`src/hw/rtl/multiplexed_segment_display_scanner_top_assert.svh`:
```
// Assertion macros for the segment display scanner.
// Needs clk and rst in the scope of each use.
`ifndef MULTIPLEXED_SEGMENT_DISPLAY_SCANNER_TOP_ASSERT_SVH
`define MULTIPLEXED_SEGMENT_DISPLAY_SCANNER_TOP_ASSERT_SVH

// same-cycle implication
`define MSDS_ASSERT_NOW(label, ante, cons) \
  label: assert property (@(posedge clk) disable iff (rst) (ante) |-> (cons)) \
    else $error("msds assertion failed");

// next-cycle implication
`define MSDS_ASSERT_NEXT(label, ante, cons) \
  label: assert property (@(posedge clk) disable iff (rst) (ante) |=> (cons)) \
    else $error("msds assertion failed");

`endif

```
`src/hw/rtl/msds_pkg.sv`:
```
// Package for the segment display scanner: chain codes, queue entry type,
// and the logical-to-wiring segment permutation. No dependencies.
package msds_pkg;

  localparam int DIGIT_COUNT_DEFAULT = 13;
  localparam int SEG_BITS = 16;
  localparam int MASK_BITS = 13;
  localparam int DIGIT_W = 4;
  localparam int QUEUE_DEPTH = 2;

  localparam logic [1:0] CHAIN_DIGIT   = 2'd0;
  localparam logic [1:0] CHAIN_SEGMENT = 2'd1;
  localparam logic [1:0] CHAIN_LATCH   = 2'd2;

  localparam logic FUNC_TICK  = 1'b0;
  localparam logic FUNC_WRITE = 1'b1;

  localparam logic [3:0] WIRING_BIT [SEG_BITS] = '{
    4'd8, 4'd0, 4'd2, 4'd5, 4'd6, 4'd7, 4'd14, 4'd10,
    4'd9, 4'd15, 4'd1, 4'd3, 4'd4, 4'd12, 4'd13, 4'd11
  };

  typedef struct packed {
    logic [DIGIT_W-1:0]  digit;
    logic [SEG_BITS-1:0] word;
    logic                dp_off;
  } tick_t;

  typedef struct packed {
    logic  valid;
    tick_t data;
  } q_port_t;

  function automatic logic [SEG_BITS-1:0] to_wiring_active_low(
      input logic [SEG_BITS-1:0] logical);
    logic [SEG_BITS-1:0] wired;
    wired = '0;
    for (int i = 0; i < SEG_BITS; i++) begin
      if (logical[i]) begin
        wired[WIRING_BIT[i]] = 1'b1;
      end
    end
    return ~wired;
  endfunction

endpackage

```
`src/hw/rtl/multiplexed_segment_display_scanner_top.sv`:
```
// Scan driver for multiplexed 16-segment digits: top level.
// Depends on msds_pkg, msds_front, msds_queue, msds_back and the assert header.
//
// Input channel (in_valid/in_ready): func 1 writes logical_segments for digit
// write_digit (ignored when write_digit >= DIGIT_COUNT) and yields no result;
// func 0 is a refresh tick that yields DIGIT_COUNT + 17 results (30 by
// default): digit-chain bits, segment-chain bits MSB first, then the latch
// result with last set. cfg_we/cfg_wdata write the decimal point mask.
// Output channel (out_valid/out_ready): one result per transfer, at most one
// per cycle. A tick's results pass through the queue, the back end's entry
// register and the output register. The back end emits one result per cycle
// while out_ready holds; a two-entry queue lets the front accept writes and
// up to two ticks ahead while results drain.
// A stalled receiver holds the output register; the queue fills and then
// in_ready drops. Reset (rst, synchronous) sets all segments off, the mask
// and scan digit to zero, and empties the queue.
module multiplexed_segment_display_scanner_top #(
  parameter int DIGIT_COUNT = msds_pkg::DIGIT_COUNT_DEFAULT
) (
  input  logic                                 clk,
  input  logic                                 rst,
  input  logic                                 in_valid,
  output logic                                 in_ready,
  input  logic                                 func,
  input  logic [msds_pkg::DIGIT_W-1:0]         write_digit,
  input  logic [msds_pkg::SEG_BITS-1:0]        logical_segments,
  input  logic                                 cfg_we,
  input  logic [msds_pkg::MASK_BITS-1:0]       cfg_wdata,
  output logic                                 out_valid,
  input  logic                                 out_ready,
  output logic [1:0]                           chain,
  output logic                                 serial_bit,
  output logic [msds_pkg::DIGIT_W-1:0]         digit_index,
  output logic                                 decimal_point_off,
  output logic                                 last
);
  import msds_pkg::*;

`include "multiplexed_segment_display_scanner_top_assert.svh"

  q_port_t push;
  q_port_t head;
  logic    q_full;
  logic    pop;

  msds_front #(.DIGIT_COUNT(DIGIT_COUNT)) u_front (
    .clk              (clk),
    .rst              (rst),
    .in_valid         (in_valid),
    .in_ready         (in_ready),
    .func             (func),
    .write_digit      (write_digit),
    .logical_segments (logical_segments),
    .cfg_we           (cfg_we),
    .cfg_wdata        (cfg_wdata),
    .q_full           (q_full),
    .push             (push)
  );

  msds_queue u_queue (
    .clk  (clk),
    .rst  (rst),
    .push (push),
    .pop  (pop),
    .full (q_full),
    .head (head)
  );

  msds_back #(.DIGIT_COUNT(DIGIT_COUNT)) u_back (
    .clk               (clk),
    .rst               (rst),
    .head              (head),
    .pop               (pop),
    .out_valid         (out_valid),
    .out_ready         (out_ready),
    .chain             (chain),
    .serial_bit        (serial_bit),
    .digit_index       (digit_index),
    .decimal_point_off (decimal_point_off),
    .last              (last)
  );

  `MSDS_ASSERT_NOW(a_last_is_latch, out_valid && last, chain == CHAIN_LATCH)
  `MSDS_ASSERT_NOW(a_shift_fields, out_valid && (chain != CHAIN_LATCH),
                   !last && !decimal_point_off)
  `MSDS_ASSERT_NOW(a_digit_range, out_valid, {1'b0, digit_index} < 5'(DIGIT_COUNT))
  `MSDS_ASSERT_NEXT(a_latch_no_bit, out_valid && last && !out_ready,
                    out_valid && !serial_bit)

endmodule

```
`src/hw/rtl/msds_front.sv`:
```
// Front end: accepts items, updates the segment store on writes and turns
// each tick into a queue entry. Depends on msds_pkg.
module msds_front #(
  parameter int DIGIT_COUNT = msds_pkg::DIGIT_COUNT_DEFAULT
) (
  input  logic                                 clk,
  input  logic                                 rst,
  input  logic                                 in_valid,
  output logic                                 in_ready,
  input  logic                                 func,
  input  logic [msds_pkg::DIGIT_W-1:0]         write_digit,
  input  logic [msds_pkg::SEG_BITS-1:0]        logical_segments,
  input  logic                                 cfg_we,
  input  logic [msds_pkg::MASK_BITS-1:0]       cfg_wdata,
  input  logic                                 q_full,
  output msds_pkg::q_port_t                    push
);
  import msds_pkg::*;

  localparam int IdxW = (DIGIT_COUNT > 1) ? $clog2(DIGIT_COUNT) : 1;

  logic [SEG_BITS-1:0]  store [DIGIT_COUNT];
  logic [DIGIT_W-1:0]   scan_digit;
  logic [MASK_BITS-1:0] mask;
  logic                 xfer;
  logic                 wr_ok;
  logic [15:0]          mask_ext;

  assign in_ready = !q_full;
  assign xfer     = in_valid && in_ready;
  assign wr_ok    = {1'b0, write_digit} < 5'(DIGIT_COUNT);
  assign mask_ext = 16'(mask);

  always_comb begin
    push.valid       = xfer && (func == FUNC_TICK);
    push.data.digit  = scan_digit;
    push.data.word   = store[scan_digit[IdxW-1:0]];
    push.data.dp_off = !((scan_digit < 4'(MASK_BITS)) && mask_ext[scan_digit]);
  end

  always_ff @(posedge clk) begin
    if (rst) begin
      for (int i = 0; i < DIGIT_COUNT; i++) begin
        store[i] <= '1;
      end
      scan_digit <= '0;
      mask       <= '0;
    end else begin
      if (cfg_we) begin
        mask <= cfg_wdata;
      end
      if (xfer && (func == FUNC_WRITE) && wr_ok) begin
        store[write_digit[IdxW-1:0]] <= to_wiring_active_low(logical_segments);
      end
      if (xfer && (func == FUNC_TICK)) begin
        if (scan_digit == 4'(DIGIT_COUNT - 1)) begin
          scan_digit <= '0;
        end else begin
          scan_digit <= scan_digit + 4'd1;
        end
      end
    end
  end

endmodule

```
`src/hw/rtl/msds_queue.sv`:
```
// Short queue of tick entries between front and back end.
// Depends on msds_pkg.
module msds_queue (
  input  logic              clk,
  input  logic              rst,
  input  msds_pkg::q_port_t push,
  input  logic              pop,
  output logic              full,
  output msds_pkg::q_port_t head
);
  import msds_pkg::*;

  localparam int PtrW = $clog2(QUEUE_DEPTH);

  tick_t            mem [QUEUE_DEPTH];
  logic [PtrW-1:0]  wr_ptr;
  logic [PtrW-1:0]  rd_ptr;
  logic [PtrW:0]    count;
  logic             do_push;
  logic             do_pop;

  assign full      = count == (PtrW+1)'(QUEUE_DEPTH);
  assign head.valid = count != '0;
  assign head.data  = mem[rd_ptr];
  assign do_push    = push.valid && !full;
  assign do_pop     = pop && head.valid;

  always_ff @(posedge clk) begin
    if (do_push) begin
      mem[wr_ptr] <= push.data;
    end
  end

  always_ff @(posedge clk) begin
    if (rst) begin
      wr_ptr <= '0;
      rd_ptr <= '0;
      count  <= '0;
    end else begin
      if (do_push) begin
        wr_ptr <= (wr_ptr == PtrW'(QUEUE_DEPTH - 1)) ? '0 : wr_ptr + PtrW'(1);
      end
      if (do_pop) begin
        rd_ptr <= (rd_ptr == PtrW'(QUEUE_DEPTH - 1)) ? '0 : rd_ptr + PtrW'(1);
      end
      if (do_push && !do_pop) begin
        count <= count + (PtrW+1)'(1);
      end else if (!do_push && do_pop) begin
        count <= count - (PtrW+1)'(1);
      end
    end
  end

endmodule

```
`src/hw/rtl/msds_back.sv`:
```
// Back end: serializes one tick entry into its result sequence through an
// output register. Depends on msds_pkg.
module msds_back #(
  parameter int DIGIT_COUNT = msds_pkg::DIGIT_COUNT_DEFAULT
) (
  input  logic                          clk,
  input  logic                          rst,
  input  msds_pkg::q_port_t             head,
  output logic                          pop,
  output logic                          out_valid,
  input  logic                          out_ready,
  output logic [1:0]                    chain,
  output logic                          serial_bit,
  output logic [msds_pkg::DIGIT_W-1:0]  digit_index,
  output logic                          decimal_point_off,
  output logic                          last
);
  import msds_pkg::*;

  localparam int NumRes = DIGIT_COUNT + SEG_BITS + 1;
  localparam int CntW   = $clog2(NumRes);

  logic            active;
  logic [CntW-1:0] cnt;
  tick_t           cur;
  logic            advance;
  logic            at_end;
  logic [CntW-1:0] seg_sel;
  logic [1:0]      r_chain;
  logic            r_bit;
  logic            r_dp;
  logic            r_last;

  assign advance = !out_valid || out_ready;
  assign at_end  = cnt == CntW'(NumRes - 1);
  assign pop     = head.valid && (!active || (advance && at_end));
  assign seg_sel = cnt - CntW'(DIGIT_COUNT);

  always_comb begin
    r_dp   = 1'b0;
    r_last = 1'b0;
    if (cnt < CntW'(DIGIT_COUNT)) begin
      r_chain = CHAIN_DIGIT;
      r_bit   = (CntW'(DIGIT_COUNT - 1) - cnt) == CntW'(cur.digit);
    end else if (cnt < CntW'(DIGIT_COUNT + SEG_BITS)) begin
      r_chain = CHAIN_SEGMENT;
      r_bit   = cur.word[4'(SEG_BITS - 1) - seg_sel[3:0]];
    end else begin
      r_chain = CHAIN_LATCH;
      r_bit   = 1'b0;
      r_dp    = cur.dp_off;
      r_last  = 1'b1;
    end
  end

  always_ff @(posedge clk) begin
    if (advance && active) begin
      chain             <= r_chain;
      serial_bit        <= r_bit;
      digit_index       <= cur.digit;
      decimal_point_off <= r_dp;
      last              <= r_last;
    end
    if (pop) begin
      cur <= head.data;
    end
  end

  always_ff @(posedge clk) begin
    if (rst) begin
      active    <= 1'b0;
      cnt       <= '0;
      out_valid <= 1'b0;
    end else begin
      if (advance) begin
        out_valid <= active;
      end
      if (!active) begin
        if (head.valid) begin
          active <= 1'b1;
          cnt    <= '0;
        end
      end else if (advance) begin
        if (at_end) begin
          cnt    <= '0;
          active <= head.valid;
        end else begin
          cnt <= cnt + CntW'(1);
        end
      end
    end
  end

endmodule
```
`config.mk`:
```
export PLATFORM = sky130hd
export DESIGN_NAME = multiplexed_segment_display_scanner_top
export DESIGN_NICKNAME = d
export VERILOG_FILES = /design/src/hw/rtl/msds_pkg.sv /design/src/hw/rtl/multiplexed_segment_display_scanner_top.sv /design/src/hw/rtl/msds_front.sv /design/src/hw/rtl/msds_queue.sv /design/src/hw/rtl/msds_back.sv
export VERILOG_INCLUDE_DIRS = /design/src /design/src/hw/rtl
export SDC_FILE = /design/constraint.sdc
export NUM_CORES = 1
export LEC_CHECK = 0
export ABC_CLOCK_PERIOD_IN_PS = 2100
export BUFFER_PORTS_ARGS = -buffer_cell sky130_fd_sc_hd__buf_4
export CORE_MARGIN = 4
export CORE_UTILIZATION = 45
export CTS_CLUSTER_SIZE = 10
export DETAILED_ROUTE_END_ITERATION = 7
export GPL_ROUTABILITY_DRIVEN = 0
export HOLD_SLACK_MARGIN = 0.1
export SYNTH_ARGS = -nofsm -noshare
export SYNTH_HDL_FRONTEND = slang
export SYNTH_SLANG_ARGS = --single-unit
```
`constraint.sdc`:
```
create_clock -name clk -period 2.1 [get_ports clk]
set_input_delay 0.315 -clock clk [delete_from_list [all_inputs] [get_ports clk]]
set_output_delay 0.315 -clock clk [all_outputs]
set_load 0.01 [all_outputs]
```
==> results of run 1 <==
## cell usage after synthesis, types with 2 or more instances
library cell | count | area share
buf_2 | 11 | 0.0036
edfxtp_1 | 327 | 0.64
nor2_2 | 2 | 0.00082
xnor2_1 | 3 | 0.0017
nor2b_1 | 3 | 0.0012
a41oi_1 | 2 | 0.0011
mux2i_1 | 21 | 0.014
ha_1 | 7 | 0.0057
and2_1 | 2 | 0.00082
a311oi_1 | 2 | 0.0011
or2_2 | 13 | 0.0053
nand3b_1 | 4 | 0.0020
nor4b_1 | 2 | 0.0011
nor4_4 | 6 | 0.0084
nor3_4 | 2 | 0.0021
mux2_2 | 22 | 0.016
buf_4 | 5 | 0.0025
xor2_1 | 6 | 0.0034
buf_1 | 10 | 0.0025
o21ai_0 | 7 | 0.0023
mux4_1 | 48 | 0.083
or3_1 | 2 | 0.00082
inv_1 | 26 | 0.0064
buf_6 | 7 | 0.0052
nand2_1 | 218 | 0.054
nor2_1 | 22 | 0.0054
and4_1 | 2 | 0.0011
nand3_1 | 7 | 0.0023
clkbuf_1 | 27 | 0.0066
a21oi_1 | 12 | 0.0039
mux4_2 | 38 | 0.056
o21a_1 | 2 | 0.00098
or4_1 | 2 | 0.00098
dfxtp_1 | 32 | 0.042
## cells in the final DEF, fill, tap and decap left out, types with 3 or more instances in the layout
cell and count:
buf_4 96, edfxtp_1 327, conb_1 48, nor4_4 6
clkbuf_16 44, mux4_2 52, dlygate4sd3_1 14, dfxtp_2 3
nand2_1 218, xnor2_1 3, nand3_1 7, mux4_1 34
nor2_2 3, mux2i_1 21, or2_2 13, mux2_2 22
nor2_1 21, o21ai_0 5, inv_2 3, ha_1 6
buf_12 19, nor2b_1 3, a21oi_1 12, clkbuf_1 13
nand3b_1 4, inv_1 24, xor2_1 6, dfxtp_1 28
## final cells by class
type	count	area, um2
clock buffers	55	1100
clock inverters	4	41.29
fillers	2679	15360
inverters	27	101.3
multi-input cells	519	4484
flip-flops and latches	359	10470
well taps	448	560.5
repair buffers	134	1329
## flip-flops by register name (all words and copies together) (netlist names), named ones only
signal / cells
u_front.scan_digit: 4
u_back.digit_index: 4
u_front.mask: 13
u_back.out_valid: 1
u_back.serial_bit: 1
u_back.chain: 1
u_front.store: 256
u_queue.rd_ptr: 1
u_back.cur: 21
u_queue.wr_ptr: 1
u_back.last: 1
u_back.decimal_point_off: 1
u_queue.mem: 42
u_back.active: 1
u_back.cnt: 5
u_queue.count: 2
## cells by family after synthesis
group | Yosys count | synth area share
DFF | 359 | 0.6861
and+or+nand+nor | 297 | 0.09274
muxes | 129 | 0.1689
buffers and inverters | 89 | 0.02930
AOI/OAI and AO/OA | 29 | 0.01174
xor gates and xnor gates | 9 | 0.005171
adders and majority gates | 7 | 0.005745
other | 1 | 0.0002460
## worst max-delay path: stages (launching register included)
cell and delay [ns]:
dfxtp_4 0.36, buf_8 0.15, buf_12 0.13, mux4_1 0.65
mux4_2 0.52
## timing repair
action | CTS | global route
buffers inserted | 0 | 3
gates cloned | 0 | 2
hold buffers | 14 | 0
resized for setup | 8 | 19
endpoints found under the setup margin | 11 | 29
pin swaps | 0 | 3
hold endpoints to repair | 14 | 0
## power by group
part / leakage (uW) / internal (uW) / switching (uW) / total [uW]
logic: 0.00186 / 986 / 1100 / 2090
registers: 0.00269 / 8200 / 141 / 8340
clock network: 0.000549 / 3630 / 2630 / 6260
## worst paths after layout
path | slack, ns | end
setup / recovery | 0.005 | u_queue.mem[0][1]
hold / removal | 0.13 | u_front.store[12][5]
setup reg to reg | 0.005 | u_queue.mem[0][1]
hold reg to reg | 0.48 | u_back.digit_index[0]
## metal layers
| layer | routed length [um] | part of all wire | GRT usage |
|---|---|---|---|
| met5 | 0 | 0 | 0 |
| met4 | 642 | 0.020 | 0.04443 |
| met3 | 1478 | 0.046 | 0.02472 |
| met2 | 16080 | 0.50 | 0.3049 |
| met1 | 13920 | 0.43 | 0.2449 |
## through the flow
stage	hold WS [ns]	cell area, um2	setup WS, ns
5_1_grt	0.1200	18080	-0.008501
4_1_cts	0.1067	18020	-0.005083
3_3_place_gp	0.4636	16730	-0.08889
6_report	0.1268	18080	0.005417
2_1_floorplan	0.4473	15430	-0.0004150
3_5_place_dp	0.4691	16730	-0.1392
==> flow_summary.json, run 1 <==
{
  "grt_pass1_vias": 8452,
  "drv_slew": 0,
  "setup_viol": 0,
  "grtUsageTotal": 0.1786,
  "worst_r2r_path_depth": 4,
  "yosys_warnings": 0,
  "hpwl_mm": 20.79,
  "syn-cell-area_um2": 15240,
  "avgSynthCellArea_um2": 16.57,
  "drt_iter0_markers": 529,
  "status": "finished, final reports clean",
  "grt_overflow_total": 0,
  "post-route-drc-count": 0,
  "dp.cells": 1468,
  "crit_fanout": 6,
  "antenna_found_initial": 0,
  "ys_types": 52,
  "dr.pass1.iters": 5,
  "cap_violations": 0,
  "final_util": 0.5406,
  "leakage_uw": 0.005106,
  "hold_depth": 2,
  "antenna_cells": 0,
  "period_share": 0.9974,
  "core_area_um2": 33450,
  "drt-vias-per-instance": 5.275,
  "hp-class": "input port to register",
  "power_density_nw_per_um2": 923.2,
  "syn_inst": 920,
  "critPathKind": "register to register",
  "num_rows": 67,
  "cts_htree_levels": 2,
  "fin_nets": 1129,
  "hold_viol_final": 0,
  "layoutNonFillerInstCount": 1546,
  "fmaxAchievable_ghz": 0.4774,
  "cp.arrival_ns": 2.34,
  "vias": 8155,
  "worst_pin_slew_ns": 0.5091,
  "drt_wl_total_mm": 32.12,
  "grt_max_degree": 42,
  "ios": 50,
  "grt_pass1_wl_mm": 49.92,
  "startpoint_type": "register",
  "clk_pin_slew_ns": 0.05,
  "drive_gt1_frac": 0.2541,
  "clockBufferDepth": 3,
  "relSlewSlack": 0.6606,
  "yosysSeqAreaShare": 0.6861,
  "drtAntennaViolNets": 0,
  "cts.sinks": 359,
  "vdd_drop_max_mv": 0.6223,
  "synth_seq_cells": 359,
  "die-area_um2": 36890,
  "required_ns": 2.35,
  "timing.clock.skew_ns": 0.01907,
  "clock_latency_ns": 0.53,
  "chipWidth_um": 192.1,
  "io_buffers": 49,
  "syn_to_final_growth_pct": 18.62,
  "wl_per_cell_um": 20.78,
  "tns_ns": 0,
  "endpoint_kind": "register",
  "numCtsBuffers": 42,
  "async_reset_ff_frac": 0,
  "hp-start": "logical_segments[3]",
  "start_util": 0.4558,
  "die_h_um": 192.1,
  "min_period_ns": 2.095,
  "root_buffer": "clkbuf_16",
  "synthFlopType": "edfxtp_1",
  "cts_tree": "done",
  "synth_edf_count": 327,
  "rsz0062_at_grt": "true",
  "power_uw": 16690
}
Power figures use the tool's default switching activity.
==> run 2: changes to the inputs <==
Settings changed: PLACE_DENSITY from default to 0.66.
==> flow_summary.json, run 2 (synthesis gave the netlist of run 1 again) <==
{
  "regArea_um2": 10470,
  "clock_latency_ns": 0.54,
  "drv_slew": 0,
  "fill_cells": 2634,
  "drt_wl_total_mm": 33.45,
  "num_rows": 67,
  "cts_htree_levels": 2,
  "min_period_ns": 2.081,
  "crit_fanout": 8,
  "clock_power_share": 0.374,
  "switching_share": 0.2347,
  "drtAntennaViolNets": 0,
  "grtUsageTotal": 0.1850,
  "cts_tree": "done",
  "leakage_uw": 0.005173,
  "cp.arrival_ns": 2.31,
  "hp-start": "logical_segments[12]",
  "r2r_slack_ns": 0.02,
  "layout_commonest_cell": "edfxtp_1",
  "grt_pass1_vias": 8626,
  "critPathKind": "register to register",
  "power_switching_uw": 3946,
  "cts.sinks": 359,
  "largest_register": "u_front.store",
  "clk_pin_slew_ns": 0.05,
  "drive_gt1_frac": 0.2434,
  "grt_overflow_total": 0,
  "grt_max_degree": 32,
  "power_density_nw_per_um2": 919.1,
  "numCtsBuffers": 42,
  "start_util": 0.4558,
  "tns_ns": 0,
  "status": "finished, final reports clean",
  "p_comb_frac": 0.128,
  "drt-vias-per-instance": 5.395,
  "hold_viol_final": 0,
  "syn_to_final_growth_pct": 19.98,
  "layoutNonFillerInstCount": 1549,
  "regToRegEndpoint": "u_queue.mem[0][1]",
  "largest_reg_flops": 256,
  "worst_r2r_path_depth": 4,
  "hold_ws_ns": 0.1218,
  "drt_iter0_markers": 622,
  "hp-class": "input port to register",
  "chipWidth_um": 192.1,
  "startpoint_type": "register",
  "setup_viol": 0,
  "timing.clock.skew_ns": 0.02670,
  "ios": 50,
  "required_ns": 2.33,
  "root_buffer": "clkbuf_16",
  "min_to": "u_front.store[8][4]",
  "cap_violations": 0,
  "fmaxAchievable_ghz": 0.4805,
  "clockBufferDepth": 3,
  "pwr-share-seq": 0.498,
  "wl_per_cell_um": 21.60,
  "vdd_drop_max_mv": 0.6600,
  "final_util": 0.5468,
  "worst_pin_slew_ns": 0.7378,
  "period_share": 0.9910,
  "dp.cells": 1465,
  "io_buffers": 49,
  "layout_common_cells": "edfxtp_1 (327), nand2_1 (218), buf_4 (92)",
  "die-area_um2": 36890,
  "relSlewSlack": 0.5071,
  "largestRegisters": "u_front.store: 256 flops, u_queue.mem: 42 flops, u_back.cur: 21 flops",
  "core_area_um2": 33450,
  "power_uw": 16810,
  "hold_depth": 2,
  "fin_nets": 1134,
  "vias": 8357,
  "endpoint_kind": "register",
  "multi_input_area_um2": 4526,
  "antenna_cells": 0,
  "dr.pass1.iters": 5,
  "antenna_found_initial": 1,
  "hpwl_mm": 20.54,
  "grt_pass1_wl_mm": 50.98,
  "die_h_um": 192.1,
  "p_int_uw": 12860,
  "post-route-drc-count": 0
}
run 2: worst max path at each step:
| stage | endpoint | slack [ns] |
|---|---|---|
| CTS | u_queue.mem[0][4] | -0.008 |
| global placement | u_back.serial_bit | 0.008 |
| floorplan | u_back.serial_bit | -0.0004 |
| finish | u_queue.mem[0][1] | 0.02 |
| global route | u_queue.mem[0][4] | -0.008 |
| detailed placement | u_back.serial_bit | -0.06 |
run 2: per-stage QoR:
step                setup WS, ns  area [um2]
floorplan             -0.0004150       15430
global placement        0.007529       16770
detailed placement      -0.06076       16770
CTS                    -0.007633       18150
global route           -0.007569       18290
finish                   0.01889       18290
run 2: final cells by class:
class,count,area share
multi-input combinational,519,0.2474
clock buffer,53,0.05972
timing repair buffer,139,0.08052
clock inverter,4,0.003899
sequential,359,0.5722
tap,448,0.03065
inverter,27,0.005541
run 2: critical path: stages (launching register included):
cell	delay [ns]
dfxtp_4	0.40
buf_4	0.13
buf_12	0.13
mux4_1	0.57
mux4_2	0.54
run 2: power by group through the flow:
stage          clock network [uW]  logic, uW  registers [uW]
4_1_cts                      6400       2080            8370
2_1_floorplan                   0       1200            8490
3_5_place_dp                    0       2000            8510
6_report                     6290       2160            8360
3_3_place_gp                    0       1980            8500
5_1_grt                      6710       2320            8390
run 2: per-layer routing:
layer | GRT usage | vias to the layer above | part of all wire
li1 | - | 3775 | -
met1 | 0.2421 | 4233 | 0.40
met2 | 0.3204 | 285 | 0.51
met3 | 0.03272 | 62 | 0.063
met4 | 0.05184 | 2 | 0.022
met5 | 0 | - | 0.00021
run 2: repair_timing:
| item | in CTS | in global routing |
|---|---|---|
| endpoints found under the hold margin | 52 | 0 |
| gates resized for setup | 8 | 5 |
| pin swaps | 0 | 3 |
| hold buffers | 18 | 0 |
| cloned | 1 | 3 |
| buffers inserted | 0 | 5 |
| endpoints found under the setup margin | 6 | 15 |
==> run 3: changes to the inputs <==
Settings changed: PLACE_DENSITY 0.66 to default, PLACE_DENSITY_LB_ADDON from default to 0.08.
==> flow_summary.json, run 3 (synthesis gave the netlist of run 1 again) <==
{
  "cts.sinks": 359,
  "grtUsageTotal": 0.1799,
  "largestRegisters": "u_front.store: 256 flops, u_queue.mem: 42 flops, u_back.cur: 21 flops",
  "grt_pass1_wl_mm": 49.91,
  "hp-class": "input port to register",
  "worst_r2r_path_depth": 3,
  "fmaxAchievable_ghz": 0.4744,
  "clockBufferDepth": 3,
  "drt_iter0_markers": 528,
  "hp-start": "logical_segments[14]",
  "cp.arrival_ns": 2.35,
  "drtAntennaViolNets": 0,
  "min_to": "u_front.store[12][13]",
  "critPathKind": "register to register",
  "cap_violations": 0,
  "wl_per_cell_um": 20.84,
  "drv_slew": 0,
  "setup_viol": 4,
  "die_h_um": 192.1,
  "final_util": 0.5400,
  "rsz0062_at_grt": "true",
  "chipWidth_um": 192.1,
  "timing.clock.skew_ns": 0.01610,
  "final_cell_area_um2": 18060,
  "vdd_drop_max_mv": 0.6936,
  "clk_pin_slew_ns": 0.06,
  "grt_overflow_total": 0,
  "cts_tree": "done",
  "drt-vias-per-instance": 5.215,
  "dr.pass1.iters": 5,
  "numCtsBuffers": 42,
  "required_ns": 2.34,
  "tns_ns": -0.02194,
  "largest_register": "u_front.store",
  "root_buffer": "clkbuf_16",
  "endpoint_kind": "register",
  "leakage_uw": 0.005086,
  "hold_viol_final": 0,
  "core_area_um2": 33450,
  "num_rows": 67,
  "period_share": 1.004,
  "violations": "setup timing",
  "cts_htree_levels": 2,
  "io_buffers": 49,
  "start_util": 0.4558,
  "crit_fanout": 13,
  "min_period_ns": 2.108,
  "largest_reg_flops": 256,
  "status": "complete, but fails checks",
  "die-area_um2": 36890,
  "antenna_found_initial": 0,
  "startpoint_type": "register",
  "hpwl_mm": 21.25,
  "post_dp_cell_area_um2": 16690,
  "ios": 50,
  "layout_common_cells": "edfxtp_1 (327), nand2_1 (218), buf_4 (97)",
  "power_density_nw_per_um2": 931.3,
  "regToRegEndpoint": "u_queue.mem[1][13]",
  "r2r_slack_ns": -0.008,
  "clock_latency_ns": 0.52,
  "layout_setup_ws_ns": -0.008035,
  "grt_max_degree": 42,
  "layout_commonest_cell": "edfxtp_1",
  "fin_nets": 1124,
  "hold_depth": 2,
  "grt_pass1_vias": 8263,
  "antenna_cells": 0,
  "syn_to_final_growth_pct": 18.48,
  "drt_wl_total_mm": 32.32,
  "drive_gt1_frac": 0.2448,
  "post-route-drc-count": 0,
  "vias": 8089
}
-- run 3: cell count changes in the layout (fill, tap and decap cells not counted), moves of 2 or more --
cell and change:
clkinv_8 -2, dlygate4sd3_1 -5, mux4_2 +7, clkbuf_1 +12
buf_12 -5, buf_4 +5, mux4_1 -7, buf_16 -2
-- run 3: layout make-up --
cell class                      instances  area, um2
Fill cell                            2731      15390
Sequential cell                       359      10470
Multi-Input combinational cell        519       4496
Clock buffer                           67       1176
Clock inverter                          2      16.27
Timing Repair Buffer                  129       1244
Tap cell                              448      560.5
Inverter                               27      101.3
-- run 3: what timing repair did --
item                                    CTS  global route
endpoints found under the setup margin    2            20
cloned                                    0             1
endpoints found under the hold margin    13             0
hold buffers                             13             0
buffers inserted                          0             4
pin swaps                                 0             3
gates resized for setup                   3            14
-- run 3: critical path, cell delays in order, from the launching register on --
cell     delay (ns)
dfxtp_4        0.44
buf_12         0.18
mux4_1         0.66
mux4_2         0.52
-- run 3: worst max-delay path by stage --
stage / end / depth (start not counted) / slack [ns]
floorplan: u_back.serial_bit / 7 / -0.0004
global placement: u_queue.count[1] / 8 / -0.05
detailed placement: u_back.serial_bit / 6 / -0.1
CTS: u_queue.count[1] / 9 / -0.01
global route: u_queue.mem[0][10] / 3 / -0.03
finish: u_queue.mem[1][13] / 3 / -0.008
-- run 3: per-layer routing --
metal	up-vias	GRT usage	routed length [um]
met5	-	0	0
li1	3755	-	-
met1	4105	0.2523	14070
met4	0	0.03950	510
met2	189	0.3007	16090
met3	40	0.02872	1647
-- run 3: through the flow --
step	hold slack, ns	cells	total power [uW]	setup WS [ns]
6_report	0.1334	1551	16820	-0.008035
3_3_place_gp	0.4700	1464	10490	-0.05481
4_1_cts	0.1087	1546	17010	-0.01205
2_1_floorplan	0.4473	967	9683	-0.0004150
3_5_place_dp	0.4814	1464	10500	-0.09571
5_1_grt	0.1207	1551	17550	-0.02802
-- run 3: power breakdown --
group | switching, uW | internal [uW] | total [uW]
Clock | 2620 | 3800 | 6420
Combinational | 1090 | 959 | 2050
Sequential | 147 | 8200 | 8350
Total | 3860 | 13000 | 16800
